==> src/hdl/spq_pkg.sv <==
`timescale 1ns / 1ps
// ----------------------------------------------------------------------------
// spq_pkg
// Types, sizes and codes shared by the sorted priority queue and its cells.
// ----------------------------------------------------------------------------
package spq_pkg;

    localparam int QUEUE_DEPTH    = 16;
    localparam int DATA_WIDTH     = 32;
    localparam int PRIORITY_WIDTH = 16;
    localparam int COUNT_WIDTH    = $clog2(QUEUE_DEPTH + 1);

    localparam logic CMD_PUSH = 1'b0;
    localparam logic CMD_POP  = 1'b1;

    localparam logic [1:0] STATUS_OK        = 2'd0;
    localparam logic [1:0] STATUS_UNDERFLOW = 2'd1;
    localparam logic [1:0] STATUS_OVERFLOW  = 2'd2;

    typedef logic signed [PRIORITY_WIDTH-1:0] prio_t;
    typedef logic [DATA_WIDTH-1:0]            data_t;

    // one stored entry
    typedef struct packed {
        logic  valid;
        prio_t prio;
        data_t data;
    } entry_t;

    // command broadcast to every cell
    typedef struct packed {
        logic  push;
        logic  pop;
        prio_t prio;
        data_t data;
    } cell_cmd_t;

endpackage

==> src/hdl/sorted_priority_queue.sv <==
`timescale 1ns / 1ps
// The result word is registered and appears in the cycle after its command word is accepted.
// Throughput: one command per cycle while s_ready is high; every cell compares and shifts at once.
// s_ready drops only while a result word waits and m_ready is low.
// Reset (aresetn, synchronous, active low) empties the queue at once.
// ----------------------------------------------------------------------------
// sorted_priority_queue
// Bounded priority queue as a row of cells sorted by ascending priority.
// ----------------------------------------------------------------------------
module sorted_priority_queue (
    input  logic        aclk,
    input  logic        aresetn,
    input  logic        s_valid,
    output logic        s_ready,
    input  logic        s_command,
    input  logic [31:0] s_item_data,
    input  logic signed [15:0] s_priority_req,
    output logic        m_valid,
    input  logic        m_ready,
    output logic [1:0]  m_status,
    output logic [31:0] m_popped_data,
    output logic        m_head_valid,
    output logic signed [15:0] m_head_priority,
    output logic [31:0] m_head_data,
    output logic [4:0]  m_occupancy
);
    import spq_pkg::*;

    logic                   accept;
    logic                   is_push;
    logic                   is_pop;
    logic                   full;
    logic                   empty;
    cell_cmd_t              cmd;
    entry_t                 cell_entry [QUEUE_DEPTH];
    entry_t                 cell_next  [QUEUE_DEPTH];
    logic [QUEUE_DEPTH-1:0] cell_keep;
    logic [QUEUE_DEPTH-1:0] valid_vec;
    logic [QUEUE_DEPTH-1:0] order_ok;

    logic [COUNT_WIDTH-1:0] count_reg, count_next;

    logic        m_valid_reg;
    logic [1:0]  status_reg, status_next;
    logic [31:0] popped_reg, popped_next;
    logic        head_valid_reg;
    logic signed [15:0] head_prio_reg;
    logic [31:0] head_data_reg;
    logic [4:0]  occ_reg;

    assign s_ready = !m_valid_reg || m_ready;
    assign accept  = s_valid && s_ready;
    assign full    = (count_reg == COUNT_WIDTH'(QUEUE_DEPTH));
    assign empty   = (count_reg == '0);
    assign is_push = accept && (s_command == CMD_PUSH);
    assign is_pop  = accept && (s_command == CMD_POP);

    assign cmd.push = is_push && !full;
    assign cmd.pop  = is_pop && !empty;
    assign cmd.prio = PRIORITY_WIDTH'(s_priority_req);
    assign cmd.data = DATA_WIDTH'(s_item_data);

    genvar gi;
    generate
        for (gi = 0; gi < QUEUE_DEPTH; gi++) begin : g_cell
            entry_t left_e;
            entry_t right_e;
            logic   left_k;

            if (gi == 0) begin : g_head
                // head cell: the new word lands here unless the head stays
                assign left_e = '{valid: 1'b1, prio: cmd.prio, data: cmd.data};
                assign left_k = 1'b1;
            end else begin : g_mid
                assign left_e = cell_entry[gi-1];
                assign left_k = cell_keep[gi-1];
            end

            if (gi == QUEUE_DEPTH - 1) begin : g_tail
                assign right_e = '{valid: 1'b0, prio: '0, data: '0};
            end else begin : g_body
                assign right_e = cell_entry[gi+1];
            end

            spq_cell u_cell (
                .aclk         (aclk),
                .aresetn      (aresetn),
                .cmd          (cmd),
                .left_entry   (left_e),
                .left_keep    (left_k),
                .right_entry  (right_e),
                .entry_o      (cell_entry[gi]),
                .entry_next_o (cell_next[gi]),
                .keep_o       (cell_keep[gi])
            );

            assign valid_vec[gi] = cell_entry[gi].valid;

            if (gi == 0) begin : g_ord0
                assign order_ok[gi] = 1'b1;
            end else begin : g_ordn
                assign order_ok[gi] = !cell_entry[gi].valid ||
                                      (cell_entry[gi-1].prio <= cell_entry[gi].prio);
            end
        end
    endgenerate

    always_comb begin
        count_next  = count_reg;
        status_next = STATUS_OK;
        popped_next = '0;
        if (is_push) begin
            if (full) begin
                status_next = STATUS_OVERFLOW;
            end else begin
                count_next = count_reg + COUNT_WIDTH'(1);
            end
        end else if (is_pop) begin
            if (empty) begin
                status_next = STATUS_UNDERFLOW;
            end else begin
                count_next  = count_reg - COUNT_WIDTH'(1);
                popped_next = 32'(cell_entry[0].data);
            end
        end
    end

    always_ff @(posedge aclk) begin
        if (!aresetn) begin
            count_reg   <= '0;
            m_valid_reg <= 1'b0;
        end else begin
            count_reg <= count_next;
            if (accept) begin
                m_valid_reg <= 1'b1;
            end else if (m_ready) begin
                m_valid_reg <= 1'b0;
            end
        end
    end

    // result word: head and occupancy as they stand after the command
    always_ff @(posedge aclk) begin
        if (accept) begin
            status_reg     <= status_next;
            popped_reg     <= popped_next;
            head_valid_reg <= cell_next[0].valid;
            head_prio_reg  <= cell_next[0].valid ? 16'(cell_next[0].prio) : '0;
            head_data_reg  <= cell_next[0].valid ? 32'(cell_next[0].data) : '0;
            occ_reg        <= 5'(count_next);
        end
    end

    assign m_valid         = m_valid_reg;
    assign m_status        = status_reg;
    assign m_popped_data   = popped_reg;
    assign m_head_valid    = head_valid_reg;
    assign m_head_priority = head_prio_reg;
    assign m_head_data     = head_data_reg;
    assign m_occupancy     = occ_reg;

    // occupied cells match the count
    a_count_matches: assert property (@(posedge aclk) disable iff (!aresetn)
        count_reg == COUNT_WIDTH'($countones(valid_vec)))
        else $error("entry count disagrees with occupied cells");

    // occupied cells form an unbroken run from the head
    a_contiguous: assert property (@(posedge aclk) disable iff (!aresetn)
        (valid_vec & (valid_vec + QUEUE_DEPTH'(1))) == '0)
        else $error("gap in occupied cells");

    // held entries stay in ascending priority order
    a_sorted: assert property (@(posedge aclk) disable iff (!aresetn)
        &order_ok)
        else $error("queue entries out of order");

    // a push on a full queue leaves the contents alone
    a_full_drop: assert property (@(posedge aclk) disable iff (!aresetn)
        (is_push && full) |=> ($stable(count_reg) && $stable(valid_vec)))
        else $error("push on full queue changed the queue");

endmodule

==> src/hdl/spq_cell.sv <==
`timescale 1ns / 1ps
// ----------------------------------------------------------------------------
// spq_cell
// One slot of the sorted queue: holds an entry, compares it with the pushed
// priority and takes its neighbour's entry on a shift.
// ----------------------------------------------------------------------------
module spq_cell (
    input  logic               aclk,
    input  logic               aresetn,
    input  spq_pkg::cell_cmd_t cmd,
    input  spq_pkg::entry_t    left_entry,
    input  logic               left_keep,
    input  spq_pkg::entry_t    right_entry,
    output spq_pkg::entry_t    entry_o,
    output spq_pkg::entry_t    entry_next_o,
    output logic               keep_o
);
    import spq_pkg::*;

    entry_t entry_reg;
    entry_t entry_next;
    logic   keep;

    // entry stays ahead of the new word; equal priorities keep arrival order
    assign keep = entry_reg.valid && (entry_reg.prio <= cmd.prio);

    always_comb begin
        entry_next = entry_reg;
        if (cmd.push) begin
            if (!keep) begin
                if (left_keep) begin
                    entry_next.prio = cmd.prio;
                    entry_next.data = cmd.data;
                end else begin
                    entry_next.prio = left_entry.prio;
                    entry_next.data = left_entry.data;
                end
                entry_next.valid = entry_reg.valid | left_entry.valid;
            end
        end else if (cmd.pop) begin
            entry_next = right_entry;
        end
    end

    // only the valid bit is reset; contents are don't-care while empty
    always_ff @(posedge aclk) begin
        if (!aresetn) begin
            entry_reg.valid <= 1'b0;
        end else begin
            entry_reg.valid <= entry_next.valid;
        end
        entry_reg.prio <= entry_next.prio;
        entry_reg.data <= entry_next.data;
    end

    assign entry_o      = entry_reg;
    assign entry_next_o = entry_next;
    assign keep_o       = keep;

endmodule

==> config.mk <==
export PLATFORM = sky130hd
export DESIGN_NAME = sorted_priority_queue
export DESIGN_NICKNAME = d
export VERILOG_FILES = /design/src/hdl/spq_pkg.sv /design/src/hdl/sorted_priority_queue.sv /design/src/hdl/spq_cell.sv
export SDC_FILE = /design/constraint.sdc
export NUM_CORES = 2
export LEC_CHECK = 0
export ABC_AREA = 0
export ABC_CLOCK_PERIOD_IN_PS = 12000
export BUFFER_PORTS_ARGS = -buffer_cell sky130_fd_sc_hd__buf_4
export CAP_MARGIN = 20
export CORE_MARGIN = 5
export CORE_UTILIZATION = 45
export DETAILED_ROUTE_END_ITERATION = 7
export MAX_ROUTING_LAYER = met4
export SETUP_SLACK_MARGIN = 0.1
export SYNTH_ARGS = -nofsm -noshare
export SYNTH_HDL_FRONTEND = slang
export SYNTH_SLANG_ARGS = --single-unit
==> constraint.sdc <==
create_clock -name aclk -period 12 [get_ports aclk]
set_clock_uncertainty 0.05 [all_clocks]
set_input_delay 0.6 -clock aclk [delete_from_list [all_inputs] [get_ports aclk]]
set_output_delay 0.6 -clock aclk [all_outputs]
set_load 0.005 [all_outputs]
==> impl_metrics.yaml <==
power_and_ir_drop:
  seqPwrFrac_pct: 45.0
  clockPowerShare_pct: 34.4
  p_per_area_nw_per_um2: 174
  p_leak_nw: 22.5
  comb_power_share_pct: 20.7
  p_sw_share_pct: 31.1
  max-vdd-ir-drop_mv: 0.128
  p_switching_mw: 2.97
  power_mw: 9.54
  internal_power_mw: 6.57
job:
  drv_cap: 0
routing:
  ant_nets: 0
  drtIter0Drc: 4274
  vias_per_cell: 6.30
  wl_per_cell_um: 26.6
  drt-pass1-iter-count: 5
  via_count: 38168
  wl_mm: 161
  drc: 0
cells_and_area:
  final_area_sq_um: 54700
  fin_util_pct: 50.3
  drive_above_1_share_pct: 12.4
  largest_reg_flops: 784
  syn2layout_area_growth_pct: 11.4
  layout.nets: 4862
yosys:
  yosysWarnings: 0
  ys_top_cells_by_area: "edfxtp_1, mux2i_1, ha_1"
  synth_nets: 4934
  ys_seq_area_share_pct: 52.2
  synthCells: 4623
  ys_ff_latch: 878
  synth_commonest_cells: "edfxtp_1, nand2_1, mux2i_1"
  synth_top_area_cell: "edfxtp_1"
  avgSynthCellArea_sq_um: 10.6
  ys.flop_type: "edfxtp_1"
  netlist_area_sq_um: 49100
  async_reset_ff_share_pct: 0
  yosys.cell_count.top_type: "edfxtp_1"
  yosys.cell_types.count: 59
  synth_top_area_share_pct: 49.4
  synth_edf_count: 808
clock_tree:
  cts_tree: "yes"
  post_cts_buffers: 0
  cts_resized: 0
  clk-insertion-delay-late_ns: 0.70
  clock_path_buffers: 3
  postCtsHoldBufs: 0
  htreeDepth: 3
  cts-root-buf: "clkbuf_16"
  cts_buffers: 100
  clkSinkCount: 878
  cts.clk_slew.worst_paths_ns: 0.06
floorplan:
  rows: 121
  dieArea_sq_um: 116000
  die_y_um: 340
  die_x_um: 340
  ios: 143
  initial_core_util_pct: 45.2
  core_area_sq_um: 109000
placed_design:
  gp_congestion: 0.873
  io_buffers: 142
  place_area_sq_um: 51200
  dp_hpwl_mm: 95.3
sta:
  rsz0062_at_grt: "false"
  tightest_slew_ns: 1.18
  fin_crit_ns: 5.23
  setup_viol: 0
  max_freq_mhz: 191
  fin_tns_setup_ns: 0
  finalHoldViolCount: 0
  slew_headroom_pct: 21.4
  timing.final.crit_share_pct: 43.6
  finalMaxSlewViolations: 0
setup_path:
  critPathMaxFanout: 70
  critPathKind: "flop to flop"
  end_kind: "flop"
  critical-path-max-stage-delay_ns: 0.84
  cp-start-kind: "flop"
  cp_cell_sequence: "inv_1 > ha_1 > inv_1 > or4b_2 > and2_4 > buf_4 > buf_4 > buf_4 > nand2_1 > nand2_4"
  critPathRequiredTime_ns: 12.26
  cpMostUsedCell: "buf_4"
  cp_num_buf_inv: 5
  slowest_stage: "nand2_4"
  crit_family: "buffers and inverters"
  cp.arrival_ns: 5.49
grt:
  overflow: 0
  antenna_found_initial: 2
  grt_max_degree: 122
  first_global_vias: 36882
  grt_pass1_wl_mm: 239
  grt_usage_pct: 27.6
run_status:
  status: "complete, no violations"
hold_path:
  hold_path_class: "input pin to flop"
cells by family after synthesis:
logic type | Yosys count | share of synthesized area (%)
AO/OA/AOI/OAI | 1327 | 16.8
AND/OR/NAND/NOR | 1237 | 11.0
flip-flops | 878 | 52.2
multiplexers | 468 | 9.53
buffers and inverters | 453 | 3.78
adder cells (fa/ha/maj) | 258 | 6.57
XOR/XNOR | 2 | 0.0357
power by group through the flow:
stage	Combinational (mW)	Sequential, mW	Clock, mW
after floorplan	1.32	4.22	0
after global placement	1.90	4.34	0
after detailed placement	1.95	4.34	0
after CTS	1.95	4.28	3.32
after global routing	2.16	4.33	3.45
final	1.98	4.29	3.28
per-stage QoR:
step	hold slack, ns	cells	worst slack (ns)
6_report	0.113	6054	6.77
5_1_grt	0.111	6053	6.56
4_1_cts	0.0770	6052	6.83
3_5_place_dp	0.445	5862	6.37
3_3_place_gp	0.440	5862	6.33
2_1_floorplan	0.390	4623	4.96
cell type report:
cell class | count | area, sq um
tap | 1414 | 1770
sequential | 878 | 25700
inverter | 59 | 224
clock buffer | 135 | 2830
multi-input combinational | 3292 | 21900
antenna | 1 | 2.50
clock inverter | 55 | 678
fill | 9767 | 54000
timing repair buffer | 220 | 1670
layout by cell type (no fill, tap or decap), types with 7 or more instances in the layout:
cell type	n
a21oi_1	377
inv_1	57
clkinvlp_4	7
clkbuf_1	15
buf_4	219
nor4_1	9
nand2_4	10
nor2_1	294
nand2_1	544
a31oi_1	18
o211ai_1	105
nand2b_1	15
clkinv_2	21
dfxtp_1	68
nand4_1	50
o21a_1	16
nor3_1	15
bufinv_16	11
mux2i_1	468
o221a_2	96
o21ai_4	10
o22ai_1	142
a21o_1	63
clkinv_1	7
o31ai_1	19
nor2b_1	18
ha_1	258
a21oi_2	44
clkbuf_16	100
clkbuf_8	20
nand3_1	164
edfxtp_1	808
o21ai_0	395
and2_1	86
worst min-delay path: cells and delay by family:
family | cells | cell delay (ns)
buf+inv | 2 | 0.15
compound gates | 1 | 0.06
metal layers:
metal / vias to the layer above / global-route usage, % / wire length, um
li1: 17248 / - / -
met1: 18935 / 38.2 / 70200
met2: 1688 / 42.0 / 72500
met3: 297 / 4.41 / 13200
met4: 0 / 8.43 / 4870
met5: - / - / 0
final timing paths:
check,startpoint,to,slack [ns],depth (start not counted)
worst max-delay path,count_reg[0],g_cell[4].u_cell.entry_o[21],6.77,10
worst min-delay path,s_valid,m_valid,0.11,3
worst max register to register,count_reg[0],g_cell[4].u_cell.entry_o[21],6.77,10
worst min register to register,g_cell[10].u_cell.entry_o[48],g_cell[10].u_cell.entry_o[48],0.45,2
Power figures use the tool's default switching activity.
